## src/hdl/sccc_pkg.sv

```systemverilog
`timescale 1ns / 1ps

package sccc_pkg;

    // one frame payload byte
    typedef struct packed {
        logic [7:0] data_byte;
        logic       last_byte;
    } byte_item_t;

    // one report
    typedef struct packed {
        logic        report_kind;
        logic [7:0]  component_id;
        logic [15:0] segment_length;
        logic        crc_ok;
    } report_item_t;

    localparam logic REPORT_COMPONENT = 1'b0;
    localparam logic REPORT_ENCRYPTED = 1'b1;

    localparam logic [15:0] CRC_INIT      = 16'hFFFF;
    localparam logic [2:0]  HEADER_BYTES  = 3'd4;
    localparam logic [2:0]  HEADER_CRYPT  = 3'd3;
    localparam logic [3:0]  COVER_MAX     = 4'd13;

    // component parse phases
    localparam logic [2:0] PH_ID      = 3'd0;
    localparam logic [2:0] PH_LEN_HI  = 3'd1;
    localparam logic [2:0] PH_LEN_LO  = 3'd2;
    localparam logic [2:0] PH_CRC_HI  = 3'd3;
    localparam logic [2:0] PH_CRC_LO  = 3'd4;
    localparam logic [2:0] PH_COVERED = 3'd5;
    localparam logic [2:0] PH_SKIP    = 3'd6;

    // byte-wise crc-ccitt update, polynomial 0x1021
    function automatic logic [15:0] crc_update(input logic [15:0] acc, input logic [7:0] b);
        logic [15:0] x;
        begin
            x = {acc[7:0], acc[15:8]} ^ {8'h00, b};
            x = x ^ {12'h000, x[7:4]};
            x = x ^ {x[3:0], 12'h000} ^ {3'b000, x[7:0], 5'b00000};
            return x;
        end
    endfunction

endpackage

```

## src/hdl/sccc_parser.sv

```systemverilog
`timescale 1ns / 1ps

module sccc_parser
    import sccc_pkg::*;
(
    input  logic         clk,
    input  logic         rst_n,
    input  logic         take,
    input  byte_item_t   item,
    output logic         res_valid,
    output report_item_t res
);

    logic [2:0]  hdr_cnt_reg,  hdr_cnt_next;
    logic        skip_reg,     skip_next;
    logic [2:0]  phase_reg,    phase_next;
    logic [7:0]  id_reg,       id_next;
    logic [15:0] len_reg,      len_next;
    logic [15:0] crc_rx_reg,   crc_rx_next;
    logic [15:0] acc_reg,      acc_next;
    logic [15:0] rem_reg,      rem_next;
    logic [3:0]  cov_reg,      cov_next;
    logic [15:0] crc_byte;
    logic [3:0]  cov_len;
    logic        crc_match;

    assign crc_byte = crc_update(acc_reg, item.data_byte);
    assign cov_len  = (len_reg < {12'h000, COVER_MAX}) ? len_reg[3:0] : COVER_MAX;

    // next state and report for the current byte
    always_comb
    begin
        hdr_cnt_next = hdr_cnt_reg;
        skip_next    = skip_reg;
        phase_next   = phase_reg;
        id_next      = id_reg;
        len_next     = len_reg;
        crc_rx_next  = crc_rx_reg;
        acc_next     = acc_reg;
        rem_next     = rem_reg;
        cov_next     = cov_reg;
        res_valid    = 1'b0;
        res.report_kind    = REPORT_COMPONENT;
        res.component_id   = 8'h00;
        res.segment_length = 16'h0000;
        res.crc_ok         = 1'b0;

        if (skip_reg)
        begin
            // rest of frame ignored
        end
        else if (hdr_cnt_reg < HEADER_BYTES)
        begin
            if (hdr_cnt_reg == HEADER_CRYPT && item.data_byte != 8'h00)
            begin
                skip_next       = 1'b1;
                res_valid       = 1'b1;
                res.report_kind = REPORT_ENCRYPTED;
            end
            hdr_cnt_next = hdr_cnt_reg + 3'd1;
        end
        else
        begin
            case (phase_reg)
                PH_ID:
                begin
                    id_next    = item.data_byte;
                    acc_next   = crc_update(CRC_INIT, item.data_byte);
                    phase_next = PH_LEN_HI;
                end
                PH_LEN_HI:
                begin
                    len_next   = {item.data_byte, 8'h00};
                    acc_next   = crc_byte;
                    phase_next = PH_LEN_LO;
                end
                PH_LEN_LO:
                begin
                    len_next   = {len_reg[15:8], item.data_byte};
                    acc_next   = crc_byte;
                    phase_next = PH_CRC_HI;
                end
                PH_CRC_HI:
                begin
                    crc_rx_next = {item.data_byte, 8'h00};
                    phase_next  = PH_CRC_LO;
                end
                PH_CRC_LO:
                begin
                    crc_rx_next = {crc_rx_reg[15:8], item.data_byte};
                    cov_next    = cov_len;
                    rem_next    = len_reg - {12'h000, cov_len};
                    if (cov_len != 4'd0)
                        phase_next = PH_COVERED;
                    else
                    begin
                        res_valid  = 1'b1;
                        phase_next = PH_ID;
                    end
                end
                PH_COVERED:
                begin
                    acc_next = crc_byte;
                    cov_next = cov_reg - 4'd1;
                    if (cov_next == 4'd0)
                    begin
                        if (rem_reg == 16'h0000)
                        begin
                            res_valid  = 1'b1;
                            phase_next = PH_ID;
                        end
                        else
                            phase_next = PH_SKIP;
                    end
                end
                default:
                begin
                    rem_next = rem_reg - 16'd1;
                    if (rem_next == 16'h0000)
                    begin
                        res_valid  = 1'b1;
                        phase_next = PH_ID;
                    end
                end
            endcase
        end

        // component report fields
        if (res.report_kind == REPORT_COMPONENT)
        begin
            res.component_id   = id_next;
            res.segment_length = len_next;
            res.crc_ok         = crc_match;
        end

        // frame end puts the parser back to its start
        if (item.last_byte)
        begin
            hdr_cnt_next = 3'd0;
            skip_next    = 1'b0;
            phase_next   = PH_ID;
            id_next      = 8'h00;
            len_next     = 16'h0000;
            crc_rx_next  = 16'h0000;
            acc_next     = CRC_INIT;
            rem_next     = 16'h0000;
            cov_next     = 4'd0;
        end
    end

    // compare uses the crc including this byte only while data is hashed
    always_comb
    begin
        case (phase_reg)
            PH_CRC_LO:
                crc_match = ((acc_reg ^ CRC_INIT) == {crc_rx_reg[15:8], item.data_byte});
            PH_COVERED:
                crc_match = ((crc_byte ^ CRC_INIT) == crc_rx_reg);
            default:
                crc_match = ((acc_reg ^ CRC_INIT) == crc_rx_reg);
        endcase
    end

    // parse state
    always_ff @(posedge clk or negedge rst_n)
    begin
        if (!rst_n)
        begin
            hdr_cnt_reg <= 3'd0;
            skip_reg    <= 1'b0;
            phase_reg   <= PH_ID;
            id_reg      <= 8'h00;
            len_reg     <= 16'h0000;
            crc_rx_reg  <= 16'h0000;
            acc_reg     <= CRC_INIT;
            rem_reg     <= 16'h0000;
            cov_reg     <= 4'd0;
        end
        else if (take)
        begin
            hdr_cnt_reg <= hdr_cnt_next;
            skip_reg    <= skip_next;
            phase_reg   <= phase_next;
            id_reg      <= id_next;
            len_reg     <= len_next;
            crc_rx_reg  <= crc_rx_next;
            acc_reg     <= acc_next;
            rem_reg     <= rem_next;
            cov_reg     <= cov_next;
        end
    end

endmodule

```

## src/hdl/sccc_out_buf.sv

```systemverilog
`timescale 1ns / 1ps

module sccc_out_buf
    import sccc_pkg::*;
(
    input  logic         clk,
    input  logic         rst_n,
    input  logic         push,
    input  report_item_t push_item,
    output logic         space,
    output logic         out_valid,
    input  logic         out_ready,
    output report_item_t out_item
);

    logic         out_valid_reg;
    logic         skid_valid_reg;
    report_item_t out_item_reg;
    report_item_t skid_item_reg;
    logic         load;

    assign space     = !skid_valid_reg;
    assign out_valid = out_valid_reg;
    assign out_item  = out_item_reg;
    assign load      = !out_valid_reg || out_ready;

    // output register with skid stage
    always_ff @(posedge clk or negedge rst_n)
    begin
        if (!rst_n)
        begin
            out_valid_reg  <= 1'b0;
            skid_valid_reg <= 1'b0;
        end
        else if (load)
        begin
            out_valid_reg  <= skid_valid_reg || push;
            skid_valid_reg <= 1'b0;
        end
        else if (push)
            skid_valid_reg <= 1'b1;
    end

    // item payloads
    always_ff @(posedge clk)
    begin
        if (load)
            out_item_reg <= skid_valid_reg ? skid_item_reg : push_item;
        else if (push)
            skid_item_reg <= push_item;
    end

endmodule

```

## src/hdl/service_component_crc_checker_top.sv

```systemverilog
`timescale 1ns / 1ps
// a report is valid in the cycle after the byte that completes it is accepted,
// when the output register is free or being read in that cycle
// throughput: one byte per cycle while byte_ready is high; crc and parse update per byte
// an output register plus one skid entry keep bytes flowing while a report waits
// reset: rst_n is asynchronous, active low; the parser returns to frame start
// and both output stages are emptied

module service_component_crc_checker_top
    import sccc_pkg::*;
(
    input  logic         clk,
    input  logic         rst_n,
    input  logic         byte_valid,
    output logic         byte_ready,
    input  byte_item_t   byte_item,
    output logic         report_valid,
    input  logic         report_ready,
    output report_item_t report_item
);

    logic         take;
    logic         res_valid;
    report_item_t res;
    logic         space;

    assign byte_ready = space;
    assign take       = byte_valid && space;

    // frame and component parser
    sccc_parser u_parser
    (
        .clk       (clk),
        .rst_n     (rst_n),
        .take      (take),
        .item      (byte_item),
        .res_valid (res_valid),
        .res       (res)
    );

    // result register
    sccc_out_buf u_out_buf
    (
        .clk       (clk),
        .rst_n     (rst_n),
        .push      (take && res_valid),
        .push_item (res),
        .space     (space),
        .out_valid (report_valid),
        .out_ready (report_ready),
        .out_item  (report_item)
    );

endmodule
```

## config.mk

```make
export PLATFORM = sky130hd
export DESIGN_NAME = service_component_crc_checker_top
export DESIGN_NICKNAME = d
export VERILOG_FILES = /design/src/hdl/sccc_pkg.sv /design/src/hdl/sccc_parser.sv /design/src/hdl/sccc_out_buf.sv /design/src/hdl/service_component_crc_checker_top.sv
export SDC_FILE = /design/constraint.sdc
export NUM_CORES = 1
export LEC_CHECK = 0
export ABC_AREA = 1
export BUFFER_PORTS_ARGS = -buffer_cell sky130_fd_sc_hd__buf_2
export CORE_MARGIN = 2
export CORE_UTILIZATION = 27
export DETAILED_ROUTE_END_ITERATION = 8
export SYNTH_ARGS = -nofsm -noshare
export SYNTH_HDL_FRONTEND = slang
export SYNTH_SLANG_ARGS = --single-unit
```

## constraint.sdc

```tcl
create_clock -name clk -period 4.6 [get_ports clk]
set_input_delay 0 -clock clk [delete_from_list [all_inputs] [get_ports clk]]
set_output_delay 0 -clock clk [all_outputs]
set_load 0.02 [all_outputs]
```

### After elaboration in Yosys (flattened, before gate mapping)

Index checks and enable logic that the tools add are counted.

| operators by class | value |
|---|---|
| add/subtract/negate cells | 4 |
| $lt $le $gt $ge | 2 |
| equal/unequal tests | 14 |
| mux-type cells | 53 |
| bitwise gates (word level) | 11 |
| reduce and logical (&&, ||, !) cells | 31 |

Operators with widths:

| cell | number |
|---|---|
| 2-to-1 mux 16 bit | 12 |
| one-hot mux 16 bit (2 select lines) | 4 |
| == test 16 bit | 3 |
| zero test 16 bit | 2 |
| 2-to-1 mux 8 bit | 4 |
| NOT 16 bit | 2 |
| bitwise XOR 16 x 13 -> 16 bit | 2 |
| bitwise XOR 16 bit | 2 |
| bitwise XOR 16 x 4 -> 16 bit | 2 |
| 2-to-1 mux 3 bit | 10 |
| 2-to-1 mux 26 bit | 1 |
| 2-to-1 mux 25 bit | 1 |
| one-hot mux 3 bit (6 select lines) | 1 |
| < comparator 16 x 4 -> 1 bit (second input constant) | 1 |
| 2-to-1 mux 4 bit | 4 |
| NOT 8 -> 16 bit | 1 |
| AND reduction 4 bit | 4 |
| nonzero test 8 bit | 2 |
| subtractor 16 x 1 -> 16 bit (second input constant) | 1 |
| subtractor 16 x 4 -> 16 bit | 1 |
| bitwise XOR 16 x 8 -> 16 bit | 1 |
| 2-to-1 mux 1 bit | 13 |
| AND reduction 5 bit | 2 |
| == test 3 x 2 -> 1 bit (second input constant) | 3 |
| other kinds (25) | 36 |

| word-level totals | value |
|---|---|
| flip-flop bits (word level) | 137 |
| input bits | 13 |
| output and inout port bits | 28 |

### Logic depth before layout (Yosys ltp)

| logic depth | value |
|---|---|
| depth in word-level cells | 10 |
| mapped depth | 18 |
| mapped depth without buffers | 17 |

### Cells and area by module

Synthesis repeated with hierarchy kept, for this count alone.

| second synthesis, totals | value |
|---|---|
| cell total of the unflattened synthesis | 1,195 |
| area, all modules | 8,704.6 µm² |

Modules (own cells, without submodules):

| module | instances | cells an instance | area an instance (µm²) | seq. area each (µm²) |
|---|---|---|---|---|
| sccc_parser | 1 | 1,046 | 6,676.4 | 2,097.0 |
| sccc_out_buf | 1 | 145 | 2,010.7 | 1,611.5 |
| service_component_crc_checker_top | 1 | 4 | 17.5 | 0.0 |

### Worst setup path after synthesis

Ideal clock, no wire load.

| path | value |
|---|---|
| path type | flip-flop to flip-flop |
| start | register u_parser.rem_reg[0] |
| end | register u_out_buf.skid_item_reg[0] in the netlist's numbering (enable) |
| library setup time | 409 ps |
| arrival | 2,783 ps |
| setup slack | 1,408 ps |
| stages on the path, launching flop included | 16 |
| buffers on the path | 0 |
| clock period less this slack | 3,192 ps |
| cells stage by stage | dfrtp_1 -> inv_1 -> ha_1 -> nand2_1 -> nor2_2 -> nand2_1 -> xor2_1 -> nor2_1 -> nand2_1 -> nor2_1 -> nand2_1 -> nand2_1 -> nand2_1 -> nand2_1 -> nand2_1 -> nor2_1 |

| between the ends | value |
|---|---|
| cells in the longest elaborated chain, start to end | 8 |
| elaborated cells on any way between the ends | 11 |
| those cells by class | add/sub (1); mux (6); reduce/logical (4) |

Ends and longest elaborated chain:

| item | RTL line | text |
|---|---|---|
| start, declared | sccc_parser.sv:21 | `logic [15:0] rem_reg, rem_next;` |
| start signal, assigned | sccc_parser.sv:188 | `rem_reg <= rem_next;` |
| subtractor 16 x 1 -> 16 bit or zero test 16 bit (tied branches) | sccc_parser.sv:118, sccc_parser.sv:107 |  |
| zero test 16 bit or 2-to-1 mux 1 bit (tied branches) | sccc_parser.sv:119, sccc_parser.sv:107 |  |
| 2-to-1 mux 1 bit (on tied branches) | sccc_parser.sv:119, sccc_parser.sv:105 |  |
| one-hot mux 1 bit (3 select lines) (*) | sccc_parser.sv:64 | `case (phase_reg)` |
| 2-to-1 mux 1 bit (*) | sccc_parser.sv:52 | `else if (hdr_cnt_reg < HEADER_BYTES)` |
| 2-to-1 mux 1 bit (*) | sccc_parser.sv:48 | `if (skip_reg)` |
| logical AND 1 bit (*) | service_component_crc_checker_top.sv:46 | `.push (take && res_valid),` |
| AND reduction 2 bit (no source line) (*) | - |  |
| end signal, assigned | sccc_out_buf.sv:50 | `skid_item_reg <= push_item;` |
| end, declared | sccc_out_buf.sv:19 | `report_item_t skid_item_reg;` |

Mark *: on every way between the ends. The rest lies on a longest branch, timed or not.
A chain may end at the register's enable or synchronous reset.

### Worst setup path after layout

| path | value |
|---|---|
| start | register u_out_buf.skid_valid_reg |
| end | register u_parser.rem_reg[7] |

| between the ends | value |
|---|---|
| cells in the longest elaborated chain, start to end | 3 |

Ends and longest elaborated chain:

| item | RTL line | text |
|---|---|---|
| start, declared | sccc_out_buf.sv:17 | `logic skid_valid_reg;` |
| start signal, assigned | sccc_out_buf.sv:33 | `skid_valid_reg <= 1'b0;` |
| start signal, assigned | sccc_out_buf.sv:38 | `skid_valid_reg <= 1'b0;` |
| start signal, assigned | sccc_out_buf.sv:41 | `skid_valid_reg <= 1'b1;` |
| zero test 1 bit | sccc_out_buf.sv:22 | `assign space = !skid_valid_reg;` |
| logical AND 1 bit | service_component_crc_checker_top.sv:28 | `assign take = byte_valid && space;` |
| AND reduction 4 bit (no source line) | - |  |

No other way between the ends.

==> results.md <==
- CP Capture Point: u_parser.rem_reg[7]
- Cell Rows: 64
- CP Launch Point: u_out_buf.skid_valid_reg
- Max-Cap Viols: 0
- Post-synthesis register bit count: between 100 and 150
- F_max: ~320 MHz
- Root buffer cell: clkbuf_16
- Core area: around 0.031 mm²
- CP delay by family, top: simple AND/OR/NAND/NOR gates
- Post-synthesis sequential area ratio: between 40% and 50%
- Buffers added on ports: 40
- Final Cycle Share: between 60 and 70%
- CP Data Required Time: roughly 5.0 ns
- Die ar.: ~0.033 mm²
- Gr ovfl total: 0
- Pwr/cell area: roughly 600 mW/mm²
- Count leader, synth: nand2_1
- Net Count, Synth: about 1200
- Post-Synth Simple-Gate Area: 29.2%
- R2R depth: 12
- Register clock-pin slew on the reported worst setup and hold paths: 0.07 ns
- Final ANT Viol Nets: 0
- DRT Wirelength: roughly 24000 µm
- Reg2Reg Capture Point: u_parser.rem_reg[7]
- Max FO, Critical Path: 51
- Hold WC Path Type: input port to register
- Synth Area in XOR/XNOR: ~2.8%
- Crit-path cells: buf_4 > clkinv_2 > nand2_1 > a21oi_1 > inv_2 > nor2_2 > inv_1 > nor2_2 > inv_1 > a21oi_1 > o21ai_0 > nand2_1
- DIE WIDTH: 181 µm
- R2r setup slk: ~1.5 ns
- Synth area leaders: dfrtp_1 (20%), edfxtp_1 (19%), nand2_1 (16%), nand3_1 (6.6%), inv_1 (5.9%)
- Mux share of post-synthesis cell area: 0.119%
- DR pass1 iterations: 6
- Fin crit period: around 3.1 ns
- CTS tree: done
- Share of cells above drive strength 1: between 10% and 20%
- DRC viols: 0
- Crit-path slowest cell: nor2_2
- Lkg Pwr: roughly 4.6 nW
- Largest net degree at the start of global routing: 52
- Least-Margin Pin Slew: ~1.2 ns
- Mapped Cells: between 1000 and 1500
- WP buf/inv: 5
- Clock sink total: about 140
- CTS Buffer Depth: 2
- Synth Area in Adders: between 1 and 1.5%
- Post-synth EDFFs: 52
- Ant diodes: 0
- Via count: about 7800
- Initial antenna violation count: 0
- Vias per inst: 4.89
- Final GP Congestion: around 0.92
- Fin. max-slew vios: 0
- Fillers: between 3000 and 4000
- # IOs: around 40
- CTS Buf Count: 17
- Asr flop ratio synth: roughly 62%
- Syn avg cell area: ~7.3 µm²
- Worst Path Arrival: about 3.5 ns
- DPL Wire Length: between 15000 and 20000 µm
- Status: finished clean
- Synth Area in Compound Gates: a little over an eighth
- Final nets: roughly 1200
- Avg WL per Cell: ~15 µm
- Total track usage: 14.8%
- Relative slew margins: approximately 18%
- Post-synth top area cell: dfrtp_1
- First-pass GRT wire length: between 30000 and 40000 µm
- Setup WS post-layout: 1.49 ns
- # setup viols final: 0
- Number of global-route vias before repair: between 7000 and 8000
- Hold Path Depth: 3
- DRT iter0 DRCs: slightly above 800
- CTS resizes: 0
- Setup_tns: 0 ns
- Setup Crit Path Kind: register to register
- RSZ-0062 raised after global routing: no
- Skew-Pair Late Insertion Delay: about 0.44 ns
- Post-synth top flop: dfrtp_1
- H-tree levels: 4
- Place WS: 1.57 ns
- CP Launch Type: register
- Die Y: about 180 µm
- WP depth: 12
- Post-synth top cells: nand2_1 (358), inv_1 (132), nand3_1 (111)
- Warnings from Yosys: 0
- CP endpoint kind: register
- Area of the multi-input gates: around 0.0039 mm²
- Largest family of logic cells by synthesized area: simple AND/OR/NAND/NOR gates
- Synthesized area: 0.00843 mm²
- Final hold viol count: 0
- CP max stage delay: between 0.4 and 0.5 ns
- Reg area: ~0.0037 mm²
- Skew final: between 0.01 and 0.015 ns
- Starting Density: 27.5%
- Area grow syn2layout: 14.3%
- Max VDD drop: between 200 and 300 µV
- Synth top area share: roughly 20%
- Cell variety after synth: 44
- Reg-to-Reg Start: u_out_buf.skid_valid_reg
through the flow:
| step | util (%) | hold WS [ns] | power (mW) | cells | cell area (µm²) |
|---|---|---|---|---|---|
| floorplan | - | -0.296 | 3.70 | 1153 | 8430 |
| CTS | 31.4 | 0.0259 | 5.80 | 1590 | 9630 |
| finish | 31.4 | 0.0336 | 5.80 | 1590 | 9630 |
| global route | 31.4 | 0.0369 | 6.24 | 1590 | 9630 |
| global placement | 29.1 | 0.0150 | 4.33 | 1549 | 8940 |
| detailed placement | 29.1 | 0.0223 | 4.34 | 1549 | 8940 |
worst min path at each step:
stage / start / endpoint / slack, ns
after floorplan: rst_n / u_out_buf.out_valid / -0.30
after global placement: rst_n / u_parser.crc_rx_reg[8] / 0.01
after detailed placement: rst_n / u_parser.crc_rx_reg[8] / 0.02
after CTS: byte_item[0] / u_parser.acc_reg[13] / 0.03
after global routing: byte_item[0] / u_parser.acc_reg[14] / 0.04
final: byte_item[0] / u_parser.acc_reg[13] / 0.03
what timing repair did:
| item | CTS | global route |
|---|---|---|
| endpoints found under the setup margin | 0 | 0 |
| endpoints found under the hold margin | 51 | 0 |
| buffers inserted | 0 | 0 |
| hold buffers | 9 | 0 |
routing by layer:
layer,global-route usage [%],part of all wire [%],up-vias
li1,-,-,3834
met1,20.0,46,3628
met2,23.8,46,265
met3,3.09,6.0,41
met4,4.45,2.1,0
met5,0,0,-
placed cells by master (no fill, tap or decap), types with 5 or more instances in the layout:
| cell type | n |
|---|---|
| buf_4 | 8 |
| o21ai_0 | 92 |
| clkbuf_16 | 17 |
| inv_8 | 5 |
| nor2_1 | 80 |
| o22ai_1 | 29 |
| xnor2_1 | 8 |
| nand3_1 | 111 |
| o21ai_1 | 11 |
| nor3_1 | 8 |
| nand2_1 | 358 |
| nor2_2 | 12 |
| xor2_1 | 19 |
| dlygate4sd3_1 | 9 |
| a32oi_1 | 9 |
| dfrtp_1 | 69 |
| inv_1 | 132 |
| nand2_2 | 7 |
| o211ai_1 | 5 |
| ha_1 | 7 |
| edfxtp_1 | 52 |
| dfstp_2 | 16 |
| inv_2 | 16 |
| buf_2 | 39 |
| a22oi_1 | 5 |
| a21oi_1 | 26 |
| nand4_1 | 8 |
cells by family after synthesis:
logic type | Yosys count
XOR/XNOR | 27
AO/OA/AOI/OAI | 193
buffers and inverters | 197
AND/OR/NAND/NOR | 591
multiplexers | 1
flip-flops | 137
adder cells (fa/ha/maj) | 7
report_power, final:
part | internal (mW) | total (mW) | switching (mW) | leakage (nW)
combinational | 0.804 | 2.52 | 1.71 | 2.67
sequential | 1.61 | 1.85 | 0.239 | 1.66
clock | 0.824 | 1.44 | 0.615 | 0.298
total | 3.24 | 5.80 | 2.57 | 4.63
worst min-delay path: cells and delay by family:
family / cells / cell delay (ns)
buf+inv: 1 / 0.22
compound gates: 2 / 0.23
final cells by class:
cell class | count | area share, %
inverter | 150 | 5.86
timing repair buffer | 56 | 3.58
multi-input combinational | 819 | 40.6
sequential | 137 | 38.5
clock buffer | 17 | 4.42
clock inverter | 15 | 1.88
tap | 396 | 5.14
(Power assumes the default switching activity.)
